===== src/rtl/ial_pkg.sv =====
// ----------------------------------------------------------------------------
// ial_pkg: shared constants and types of the integer execute unit
// Opcodes, status codes, the control word that travels down the pipeline.
// ----------------------------------------------------------------------------
package ial_pkg;

	localparam int WORD_BITS_DEF = 64;

	localparam logic [6:0] OP_ADD  = 7'h20;
	localparam logic [6:0] OP_ADDU = 7'h22;
	localparam logic [6:0] OP_SUB  = 7'h24;
	localparam logic [6:0] OP_SUBU = 7'h26;
	localparam logic [6:0] OP_MUL  = 7'h28;
	localparam logic [6:0] OP_MULU = 7'h2A;
	localparam logic [6:0] OP_DIV  = 7'h2C;
	localparam logic [6:0] OP_DIVU = 7'h2E;
	localparam logic [6:0] OP_SL   = 7'h34;
	localparam logic [6:0] OP_SR   = 7'h38;
	localparam logic [6:0] OP_SRU  = 7'h3A;
	localparam logic [6:0] OP_CMP  = 7'h3C;
	localparam logic [6:0] OP_CMPU = 7'h3E;
	localparam logic [6:0] OP_AND  = 7'h40;
	localparam logic [6:0] OP_OR   = 7'h42;
	localparam logic [6:0] OP_XOR  = 7'h44;
	localparam logic [6:0] OP_ANDN = 7'h46;
	localparam logic [6:0] OP_ORN  = 7'h48;
	localparam logic [6:0] OP_NAND = 7'h4A;
	localparam logic [6:0] OP_NOR  = 7'h4C;
	localparam logic [6:0] OP_NXOR = 7'h4E;

	localparam logic [1:0] ST_OK      = 2'd0;
	localparam logic [1:0] ST_DIVZ    = 2'd1;
	localparam logic [1:0] ST_INVALID = 2'd2;

	typedef struct packed {
		logic       is_mul;
		logic       is_div;
		logic       neg_q;
		logic       neg_r;
		logic       wr;
		logic       remv;
		logic       ovf;
		logic [1:0] status;
	} ctrl_t;

	typedef struct packed {
		logic s1;
		logic s2;
		logic s3;
	} front_en_t;

endpackage


===== src/rtl/ial_div_cell.sv =====
// ----------------------------------------------------------------------------
// ial_div_cell: one restoring divide step
// Shifts one dividend bit into the partial remainder and forms one quotient
// bit; beats that are not divides pass through unchanged.
// ----------------------------------------------------------------------------
module ial_div_cell #(
	parameter int W = ial_pkg::WORD_BITS_DEF
) (
	input  logic           clk,
	input  logic           arst_n,
	input  logic           en,
	input  logic           in_valid,
	input  ial_pkg::ctrl_t in_ctrl,
	input  logic [W-1:0]   in_p,
	input  logic [W-1:0]   in_d,
	input  logic [W-1:0]   in_div,
	output logic           out_valid,
	output ial_pkg::ctrl_t out_ctrl,
	output logic [W-1:0]   out_p,
	output logic [W-1:0]   out_d,
	output logic [W-1:0]   out_div
);
	import ial_pkg::*;

	logic [W+1:0] diff;
	logic         ge;
	logic [W-1:0] p_n, d_n;

	always_comb begin
		diff = {1'b0, in_p, in_d[W-1]} - {2'b00, in_div};
		ge   = ~diff[W+1];
		if (in_ctrl.is_div) begin
			p_n = ge ? diff[W-1:0] : {in_p[W-2:0], in_d[W-1]};
			d_n = {in_d[W-2:0], ge};
		end else begin
			p_n = in_p;
			d_n = in_d;
		end
	end

	always_ff @(posedge clk or negedge arst_n) begin
		if (!arst_n) begin
			out_valid <= 1'b0;
		end else if (en) begin
			out_valid <= in_valid;
		end
	end

	always_ff @(posedge clk) begin
		if (en) begin
			out_ctrl <= in_ctrl;
			out_p    <= p_n;
			out_d    <= d_n;
			out_div  <= in_div;
		end
	end

endmodule


===== config.mk =====
export PLATFORM = sky130hd
export DESIGN_NAME = ial_div_cell
export DESIGN_NICKNAME = d
export VERILOG_FILES = /design/src/rtl/ial_pkg.sv /design/src/rtl/ial_div_cell.sv
export SDC_FILE = /design/constraint.sdc
export NUM_CORES = 1
export LEC_CHECK = 0
export ABC_AREA = 1
export BUFFER_PORTS_ARGS = -buffer_cell sky130_fd_sc_hd__buf_4
export CAP_MARGIN = 10
export CORE_AREA = 2 2 176 178
export CTS_CLUSTER_SIZE = 12
export DETAILED_ROUTE_END_ITERATION = 7
export DIE_AREA = 0 0 178 180
export GPL_TIMING_DRIVEN = 0
export PLACE_DENSITY = 0.85
export SLEW_MARGIN = 25
export SYNTH_ARGS = -nofsm -noshare
export SYNTH_HDL_FRONTEND = slang
export SYNTH_SLANG_ARGS = --single-unit

===== constraint.sdc =====
create_clock -name clk -period 0.8 [get_ports clk]
set_input_delay 0.08 -clock clk [delete_from_list [all_inputs] [get_ports clk]]
set_output_delay 0.08 -clock clk [all_outputs]
set_load 0.02 [all_outputs]

==> impl_metrics.json, run 1 <==
{
  "status": "stopped before the end",
  "haltStage": "global routing (5_1_grt)",
  "first-error": "[ERROR GRT-0232] Routing congestion too high. Check the congestion heatmap in the GUI.",
  "yosysTopAreaCellShare_pct": 42.32,
  "syn_area_per_cell_um2": 7.149,
  "syn-num-nets": 2265,
  "clock_sinks": 202,
  "grt.overflow.total": 2,
  "synth-edff-count": 201,
  "dp_hpwl_mm": 48.27,
  "synthesis.area_mm2": 0.01426,
  "synth_ff_type": "edfxtp_1",
  "ys_warn_count": 0,
  "yosysMostFrequentCell": "nand2_1",
  "htree_levels": 1,
  "synth_area_leaders": "edfxtp_1 (42%), nand2_1 (20%), inv_1 (10%)",
  "die_x_um": 178,
  "gp_congestion": 0.9988,
  "dieHeight_um": 180,
  "cts_made_buffers": 24,
  "synth_top_area_cell": "edfxtp_1",
  "yosys_register_bits": 202,
  "syn_inst": 1995,
  "ys_seq_area_share_pct": 42.49,
  "cts_buffer_depth": 3,
  "pin_count": 407,
  "portBuffers": 406,
  "cts-root-buf": "clkbuf_16",
  "dp_cells": 2799,
  "synth_commonest_cells": "nand2_1 (759), inv_1 (390), edfxtp_1 (201)",
  "grt_max_degree": 38,
  "start_util_pct": 47.24,
  "place_area_mm2": 0.01898,
  "grt_use_total_pct": 66.84,
  "synth_cell_types": 36,
  "rows": 64,
  "async_flop_share_pct": 0.4950
}
[timing repair]
item                                    in CTS
gates resized for setup                    740
hold buffers                               203
endpoints found under the hold margin      232
pin swaps                                  140
cloned                                      13
setup buffers                              148
endpoints found under the setup margin     373
[kinds of logic after synthesis]
group / Yosys count / synth area share (%)
buffers and inverters: 433 / 11.86
AND/OR/NAND/NOR: 1119 / 32.57
AO/OA/AOI/OAI: 145 / 5.395
multiplexers: 1 / 0.07895
flip-flops: 202 / 42.49
adder cells (fa/ha/maj): 65 / 5.755
XOR/XNOR: 30 / 1.842
[layer usage]
| metal | GRT overflow | global-route usage [%] |
|---|---|---|
| met5 | 0 | 26.08 |
| met2 | 1 | 85.67 |
| met3 | 0 | 50.85 |
| met4 | 1 | 60.03 |
| met1 | 0 | 67.01 |
[through the flow]
step	setup slack, ps	hold WS [ps]
after floorplan	-984.0	-215.6
after global placement	-1821	-144.5
after detailed placement	-1798	-143.4
after CTS	-840.3	-149.8
==> run 2: changes to the inputs <==
--- a/config.mk
+++ b/config.mk
@@ -8,12 +8,11 @@
 export ABC_AREA = 1
 export BUFFER_PORTS_ARGS = -buffer_cell sky130_fd_sc_hd__buf_4
 export CAP_MARGIN = 10
-export CORE_AREA = 2 2 176 178
-export CTS_CLUSTER_SIZE = 12
+export CORE_AREA = 2 2 192 194
 export DETAILED_ROUTE_END_ITERATION = 7
-export DIE_AREA = 0 0 178 180
+export DIE_AREA = 0 0 194 196
 export GPL_TIMING_DRIVEN = 0
-export PLACE_DENSITY = 0.85
+export PLACE_DENSITY_LB_ADDON = 0.15
 export SLEW_MARGIN = 25
 export SYNTH_ARGS = -nofsm -noshare
 export SYNTH_HDL_FRONTEND = slang
==> constraint.sdc (replaced) <==
create_clock -name clk -period 1.05 [get_ports clk]
set_input_delay 0.105 -clock clk [delete_from_list [all_inputs] [get_ports clk]]
set_output_delay 0.105 -clock clk [all_outputs]
set_load 0.02 [all_outputs]
==> run 2 against run 1 <==
The flow now finishes, with violations (negative hold slack, negative setup slack). Synthesized area did not move. Synthesized cell count did not move.
==> impl_metrics.json, run 2 <==
{
  "fin_worst_skew_ps": 0,
  "worstMarginPinSlew_ps": 1140,
  "setup_viol": 267,
  "portBuffers": 406,
  "die_x_um": 194,
  "cts-root-buf": "clkbuf_16",
  "cts_made_buffers": 24,
  "synth_ff_type": "edfxtp_1",
  "r2r-start": "out_valid",
  "cp-end-kind": "register",
  "ant_nets": 0,
  "synth-edff-count": 201,
  "cts_tree": "yes",
  "dp_hpwl_mm": 46.12,
  "drtPass1Iterations": 5,
  "setup-tns-final_ps": -70130,
  "grt_max_degree": 73,
  "async_flop_share_pct": 0.4950,
  "cts_buffer_depth": 3,
  "ys_warn_count": 0,
  "crit_type": "in2reg",
  "wl_per_cell_um": 20.82,
  "synthesis.area_mm2": 0.01426,
  "synth_cell_types": 36,
  "syn_area_per_cell_um2": 7.149,
  "grt.overflow.total": 0,
  "design.die.area_mm2": 0.03802,
  "cp_max_fo": 8,
  "hp-start": "en",
  "arrival_ps": 2050,
  "nets": 3025,
  "fin_ws_ps": -721.4,
  "peakVddDrop_mv": 1.425,
  "pin_count": 407,
  "rows": 70,
  "rsz0062_at_grt": "true",
  "fin_util_pct": 71.85,
  "maxSlewHeadroom_pct": 24.02,
  "clkTransAtPathRegs_ps": 60,
  "n_fill_cell": 2668,
  "leakagePower_nw": 12.62,
  "start_kind": "primary input",
  "grt_use_total_pct": 33.81,
  "synth_commonest_cells": "nand2_1 (759), inv_1 (390), edfxtp_1 (201)",
  "fin_crit_sh_pct": 168.7,
  "start_util_pct": 39.52,
  "drt_wl_total_mm": 67.42,
  "grt_pass1_vias": 17038,
  "crit_required_ps": 1330,
  "min_period_ps": 1771,
  "final_common_cell": "nand2_1",
  "yosys_register_bits": 202,
  "cp-startpoint": "in_div[44]",
  "vias_per_cell": 5.167,
  "drc": 0,
  "mostFrequentLayoutCells": "nand2_1 (576), inv_1 (311), buf_4 (280)",
  "syn-num-nets": 2265,
  "clock_sinks": 202,
  "max_freq_mhz": 564.5,
  "design.core.area_mm2": 0.03608,
  "violations": "negative hold slack, negative setup slack",
  "r2r-end": "out_valid",
  "instances_no_fill": 3239,
  "drtIter0Drc": 1204,
  "finalMaxSlewViolations": 0,
  "drive_gt1_share_pct": 40.59,
  "ff2ff_path_depth": 1,
  "min_path_type": "in2reg",
  "yosysMostFrequentCell": "nand2_1",
  "endpoint": "out_p[56]",
  "grt_first_pass_wirelength_mm": 98.79,
  "clkLatencyLatePin_ps": 550,
  "drv_cap": 0,
  "synth_area_leaders": "edfxtp_1 (42%), nand2_1 (20%), inv_1 (10%)",
  "finalPower_mw": 30.85,
  "hold_viol_final": 24,
  "yosysTopAreaCellShare_pct": 42.32,
  "vias": 16737,
  "area_delta_synth_final_pct": 81.78,
  "htree_levels": 1,
  "syn_inst": 1995,
  "hold_path_depth": 1,
  "synth_top_area_cell": "edfxtp_1",
  "r2r_slack_ps": 280,
  "powerDensity_mw_per_mm2": 1190,
  "dp_cells": 2871,
  "holdWs_ps": -56.38,
  "dieHeight_um": 196,
  "largestRegisters": "out_d x64, out_div x64, out_p x64",
  "status": "finished, violations left",
  "cts_hold_buf": 205,
  "ys_seq_area_share_pct": 42.49,
  "antenna_found_initial": 3,
  "gp_congestion": 0.9481
}
[run 2: worst min-delay path by stage]
stage	to
5_1_grt	out_div[58]
2_1_floorplan	out_valid
4_1_cts	out_div[58]
3_5_place_dp	out_valid
3_3_place_gp	out_valid
6_report	out_div[58]
[run 2: logic make-up after synthesis]
kind of cell,after synthesis,synth area share (%)
AND/OR/NAND/NOR,1119,32.57
buffers and inverters,433,11.86
flip-flops,202,42.49
AO/OA/AOI/OAI,145,5.395
adder cells (fa/ha/maj),65,5.755
XOR/XNOR,30,1.842
multiplexers,1,0.07895
[run 2: layout make-up]
| cell class | instances | area, um^2 | share of cell area (%) |
|---|---|---|---|
| multi-input combinational | 1361 | 9405 | 36.28 |
| timing repair buffer | 736 | 7236 | 27.91 |
| sequential | 202 | 6061 | 23.38 |
| inverter | 392 | 1551 | 5.984 |
| clock buffer | 25 | 604.3 | 2.331 |
| tap | 468 | 585.6 | 2.259 |
| buffer | 38 | 285.3 | 1.100 |
| clock inverter | 15 | 192.7 | 0.7432 |
| antenna | 2 | 5.005 | 0.01930 |
[run 2: where the power goes]
group | internal, mW | total (mW) | leakage (nW) | switching, mW
Clock | 5.15 | 8.66 | 0.392 | 3.51
Combinational | 5.36 | 11.9 | 10.3 | 6.58
Sequential | 9.84 | 10.2 | 1.97 | 0.401
[run 2: per-layer routing]
layer | global-route usage [%] | up-vias | part of all wire, %
li1 | - | 7827 | -
met3 | 4.762 | 173 | 7.1
met1 | 41.68 | 7930 | 39
met5 | 0 | - | 0.016
met2 | 59.18 | 805 | 49
met4 | 14.56 | 2 | 4.6
[run 2: worst max-delay path, stage by stage]
cell	delay, ps
buf_6	110
inv_6	70
ha_4	230
a21oi_4	210
o21ai_2	80
nand2_1	110
nand2_2	80
inv_2	70
nand2_4	60
a21oi_4	240
nand2_8	120
buf_6	150
buf_12	130
nand4_1	160
nand3_1	120
[run 2: what timing repair did]
item                                   CTS  global route
endpoints found under the hold margin  203            23
setup endpoints to repair              355           329
resized for setup                      579           249
cloned                                  10             1
setup buffers                           88            32
pin swaps                               86            91
[run 2: per-stage QoR]
step | setup WS [ps] | instance area [um^2]
after floorplan | -760.2 | 15310
after global placement | -1820 | 18940
after detailed placement | -1837 | 19000
after CTS | -721.6 | 24990
after global routing | -781.6 | 25930
final | -721.4 | 25930
Note: power is estimated with default switching activity, not from simulation.
==> run 3: changes to the inputs <==
--- a/config.mk
+++ b/config.mk
@@ -6,11 +6,11 @@
 export NUM_CORES = 1
 export LEC_CHECK = 0
 export ABC_AREA = 1
-export BUFFER_PORTS_ARGS = -buffer_cell sky130_fd_sc_hd__buf_4
 export CAP_MARGIN = 10
-export CORE_AREA = 2 2 192 194
+export CORE_AREA = 2 2 247 152
 export DETAILED_ROUTE_END_ITERATION = 7
-export DIE_AREA = 0 0 194 196
+export DIE_AREA = 0 0 249 154
+export DONT_BUFFER_PORTS = 1
 export GPL_TIMING_DRIVEN = 0
 export PLACE_DENSITY_LB_ADDON = 0.15
 export SLEW_MARGIN = 25
==> run 3 against run 2 <==
The run still ends with negative hold slack, negative setup slack left. Combinational power is 38% lower. First-iteration DRC count is 33% higher. Via count is 13% lower. Clock skew stayed put. Die area is 0.85% higher. Clock power is 11% lower. Worst setup slack worse by 57 ps. Power is 15% lower. Critical path type unchanged. Largest power group is now sequential cells.
==> impl_metrics.json, run 3 (same netlist as run 2, synthesis figures left out) <==
{
  "status": "finished, violations left",
  "violations": "negative hold slack, negative setup slack",
  "grt_pass1_vias": 13720,
  "cp-end-kind": "register",
  "start_util_pct": 39.75,
  "clkLatencyLatePin_ps": 550,
  "dieHeight_um": 154,
  "min_path_type": "in2reg",
  "mostFrequentLayoutCells": "nand2_1 (655), inv_1 (357), dlygate4sd3_1 (206)",
  "rows": 54,
  "fin_crit_sh_pct": 174.1,
  "max_freq_mhz": 547.0,
  "powerDensity_mw_per_mm2": 1296,
  "cp_slowest_cell": "nor4_4",
  "drt_wl_total_mm": 61.69,
  "arrival_ps": 2100,
  "gp_congestion": 1.004,
  "wl_per_cell_um": 22.27,
  "final_common_cell": "nand2_1",
  "grt.overflow.total": 0,
  "path_delay_family": "simple AND/OR/NAND/NOR gates",
  "grt_first_pass_wirelength_mm": 87.26,
  "setup_viol": 267,
  "start_kind": "primary input",
  "multi_input_area_mm2": 0.008504,
  "cp_max_fo": 5,
  "largestRegisters": "out_d x64, out_div x64, out_p x64",
  "vias": 14564,
  "dp_hpwl_mm": 46.19,
  "leakagePower_nw": 9.530,
  "fin_util_pct": 56.62,
  "drc": 0,
  "crit_type": "in2reg",
  "die_x_um": 249,
  "antenna_found_initial": 0,
  "regArea_mm2": 0.006062,
  "drtIter0Drc": 1596,
  "fin_worst_skew_ps": 0,
  "nets": 2550,
  "rsz0062_at_grt": "true",
  "design.core.area_mm2": 0.03588,
  "worstMarginPinSlew_ps": 874.5,
  "area_delta_synth_final_pct": 42.43,
  "grt_max_degree": 203,
  "pin_count": 407,
  "holdWs_ps": -314.9,
  "path_cells": "inv_8, ha_4, nand2_4, nor3_4, nand2_4, nor4_4, nand2_8, nand2_8, buf_12, nor2_8, buf_6, clkbuf_16, nand2_1, nand3_1",
  "grt_use_total_pct": 30.50,
  "finalPower_mw": 26.32,
  "drive_gt1_share_pct": 20.01,
  "clkTransAtPathRegs_ps": 60,
  "max_stage_delay_ps": 450,
  "hold_viol_final": 137,
  "fin_ws_ps": -778.1,
  "htree_levels": 1,
  "crit_required_ps": 1320,
  "cts-root-buf": "clkbuf_16",
  "maxSlewHeadroom_pct": 41.70,
  "antennaDiodeCount": 0,
  "drv_cap": 0,
  "design.die.area_mm2": 0.03835,
  "peakVddDrop_mv": 1.121,
  "min_period_ps": 1828,
  "n_fill_cell": 3373,
  "clock_sinks": 202,
  "ant_nets": 0,
  "finalMaxSlewViolations": 0,
  "cts_buffer_depth": 3,
  "vias_per_cell": 5.258,
  "portBuffers": 0,
  "cts_tree": "yes",
  "critPathBufInv": 4,
  "cts_made_buffers": 22,
  "drtPass1Iterations": 6
}
-- run 3: repair_timing --
action,in CTS,in global routing
resized for setup,106,183
hold buffers,203,3
pin swaps,31,35
endpoints found under the hold margin,404,208
cloned,1,4
setup endpoints to repair,301,308
buffers inserted,32,25
-- run 3: final timing paths --
check,cells after the start,slack [ps],endpoint,startpoint
worst max-delay path,14,-780,out_p[43],in_div[61]
worst min-delay path,0,-310,out_div[57],en
worst max register to register,1,210,out_valid,out_valid
worst min register to register,1,610,out_valid,out_valid
max in group asynchronous,2,620,out_valid,arst_n
min in group asynchronous,2,310,out_valid,arst_n
-- run 3: per-stage QoR --
| step | std cells | area, um^2 | hold WS, ps | TNS [ps] | setup slack [ps] |
|---|---|---|---|---|---|
| 2_1_floorplan | 1995 | 15310 | -190.6 | -47940 | -760.2 |
| 3_3_place_gp | 2471 | 15900 | -190.5 | -131600 | -1758 |
| 3_5_place_dp | 2471 | 15900 | -190.5 | -131920 | -1751 |
| 4_1_cts | 2742 | 19330 | -321.2 | -67690 | -737.9 |
| 5_1_grt | 2770 | 20310 | -331.4 | -73820 | -849.6 |
| 6_report | 2770 | 20310 | -314.9 | -63990 | -778.1 |
-- run 3: routing by layer --
metal | global-route usage (%) | part of all wire, % | vias to the layer above
met5 | 0 | 0 | -
met4 | 4.127 | 1.1 | 0
met3 | 8.109 | 11 | 46
met2 | 43.64 | 41 | 701
met1 | 46.57 | 47 | 6958
li1 | - | - | 6859
-- run 3: layout make-up --
class / count / share of cell area (%)
plain buffers: 37 / 1.287
repair buffers: 265 / 13.09
inverters: 392 / 7.563
clock inverters: 14 / 0.6775
multi-input cells: 1360 / 41.86
flip-flops and latches: 202 / 29.84
clock buffers: 24 / 2.747
well taps: 476 / 2.932
-- run 3: power breakdown --
part	switching, mW	internal [mW]	total, mW
Clock	3.36	4.33	7.70
Sequential	1.34	9.89	11.2
Combinational	4.44	2.94	7.39
Total	9.15	17.2	26.3
==> run 4: changes to the inputs <==
==> constraint.sdc (replaced) <==
create_clock -name clk -period 1.05 [get_ports clk]
set_input_delay 0.0525 -clock clk [delete_from_list [all_inputs] [get_ports clk]]
set_output_delay 0.0525 -clock clk [all_outputs]
set_load 0.02 [all_outputs]
==> run 4 against run 3 <==
The flow still finishes with violations (negative hold slack, negative setup slack). Critical path depth did not move. Hold slack got worse by 85 ps. Global-route usage shrank 0.11 points. Design area fell by 0.35%. Power shrank 0.20%. Count of clock-buffer cells in the layout did not move. Final cell count shrank 0.25%.
==> impl_metrics.json, run 4 (same netlist as run 2, synthesis figures left out) <==
{
  "cts_tree": "yes",
  "min_period_ps": 1768,
  "worstMarginPinSlew_ps": 871.8,
  "cp_slowest_cell": "nor4_4",
  "antennaDiodeCount": 0,
  "die_x_um": 249,
  "dp_cells": 2471,
  "max_stage_delay_ps": 440,
  "rsz0062_at_grt": "true",
  "design.core.area_mm2": 0.03588,
  "antenna_found_initial": 0,
  "holdWs_ps": -399.7,
  "drtPass1Iterations": 5,
  "grt_first_pass_wirelength_mm": 86.91,
  "vias": 14476,
  "finalPower_mw": 26.27,
  "drv_cap": 0,
  "clock_sinks": 202,
  "grt.overflow.total": 0,
  "hold_viol_final": 210,
  "cts_made_buffers": 22,
  "max_freq_mhz": 565.7,
  "fin_crit_sh_pct": 168.3,
  "fin_worst_skew_ps": 0,
  "crit_required_ps": 1330,
  "leakagePower_nw": 9.501,
  "hold_path_depth": 0,
  "drc": 0,
  "drt_wl_total_mm": 61.54,
  "design_area_mm2": 0.02024,
  "cp-end-kind": "register",
  "dieHeight_um": 154,
  "cts_buffer_depth": 3,
  "grt_max_degree": 203,
  "powerDensity_mw_per_mm2": 1297,
  "cts-root-buf": "clkbuf_16",
  "finalMaxSlewViolations": 0,
  "path_cells": "inv_8, ha_4, nand2_4, nor3_4, nand2_4, nor4_4, nand2_8, nand2_8, buf_12, nor2_8, buf_12, clkbuf_16, nand2_2, nand3_2",
  "place_area_mm2": 0.01590,
  "area_delta_synth_final_pct": 41.94,
  "setup-tns-final_ps": -49420,
  "nets": 2543,
  "arrival_ps": 2050,
  "fin_ws_ps": -717.6,
  "mostFrequentLayoutCells": "nand2_1 (655), inv_1 (357), edfxtp_1 (201)",
  "place_ws_ps": -1698,
  "min_path_type": "in2reg",
  "grt_use_total_pct": 30.40,
  "maxSlewHeadroom_pct": 41.88,
  "ant_nets": 0,
  "drtIter0Drc": 1622,
  "instances_no_fill": 2763,
  "violations": "negative hold slack, negative setup slack",
  "cp_max_fo": 5,
  "crit_type": "in2reg",
  "dp_hpwl_mm": 46.19,
  "largestRegisters": "out_d x64, out_div x64, out_p x64",
  "pin_count": 407,
  "start_util_pct": 39.75,
  "portBuffers": 0,
  "rows": 54,
  "ff2ff_path_depth": 1,
  "design.die.area_mm2": 0.03835,
  "clkLatencyLatePin_ps": 540,
  "peakVddDrop_mv": 1.121,
  "setup_viol": 266,
  "grt_pass1_vias": 13609,
  "clkTransAtPathRegs_ps": 60,
  "start_kind": "primary input",
  "status": "finished, violations left",
  "htree_levels": 1,
  "final_common_cell": "nand2_1",
  "gp_congestion": 1.004,
  "wl_per_cell_um": 22.27,
  "drive_gt1_share_pct": 20.07,
  "vias_per_cell": 5.239
}
-- run 4: cell count changes in the layout (fill, tap and decap cells not counted) --
cell,before,now
dlygate4sd3_1,206,199
-- run 4: worst max-delay path: cells and delay by family --
kind	cells	cell delay [ps]
fa+ha+maj	1	260
buf+inv	4	470
simple gates	9	1230
-- run 4: layer usage --
layer | vias up | share of wire, % | track usage, %
met5 | - | 0 | 0
met4 | 0 | 1.2 | 4.069
met3 | 49 | 10 | 8.244
met2 | 637 | 41 | 43.35
met1 | 6948 | 48 | 46.43
li1 | 6842 | - | -
-- run 4: per-stage QoR --
step	utilization [%]	hold slack (ps)
after floorplan	-	-243.1
after global placement	44.33	-243.0
after detailed placement	44.33	-243.0
after CTS	53.57	-415.2
after global routing	56.43	-415.5
final	56.43	-399.7
-- run 4: final timing paths --
| kind | start | endpoint | slack, ps |
|---|---|---|---|
| worst max-delay path | in_div[61] | out_p[19] | -720 |
| worst min-delay path | in_div[0] | out_div[0] | -400 |
| worst max register to register | out_valid | out_valid | 220 |
| worst min register to register | out_valid | out_valid | 610 |
| max in group asynchronous | arst_n | out_valid | 670 |
| min in group asynchronous | arst_n | out_valid | 260 |
-- run 4: final cells by class --
cell class | instances | area, um^2
fill | 3382 | 15630
clock buffer | 24 | 558.0
sequential | 202 | 6062
buffer | 37 | 261.5
timing repair buffer | 258 | 2589
multi-input combinational | 1360 | 8504
inverter | 392 | 1536
clock inverter | 14 | 137.6
tap | 476 | 595.6
-- run 4: repair_timing --
item                                    in CTS  in global routing
resized for setup                          106                183
setup buffers                               32                 25
hold buffers                               192                  7
pin swaps                                   31                 35
cloned                                       1                  4
endpoints found under the hold margin      404                221
endpoints found under the setup margin     298                308
-- run 4: power breakdown --
group	internal (mW)	switching (mW)	total, mW
sequential	9.89	1.35	11.2
combinational	2.92	4.43	7.35
clock	4.33	3.35	7.68
total	17.1	9.12	26.3
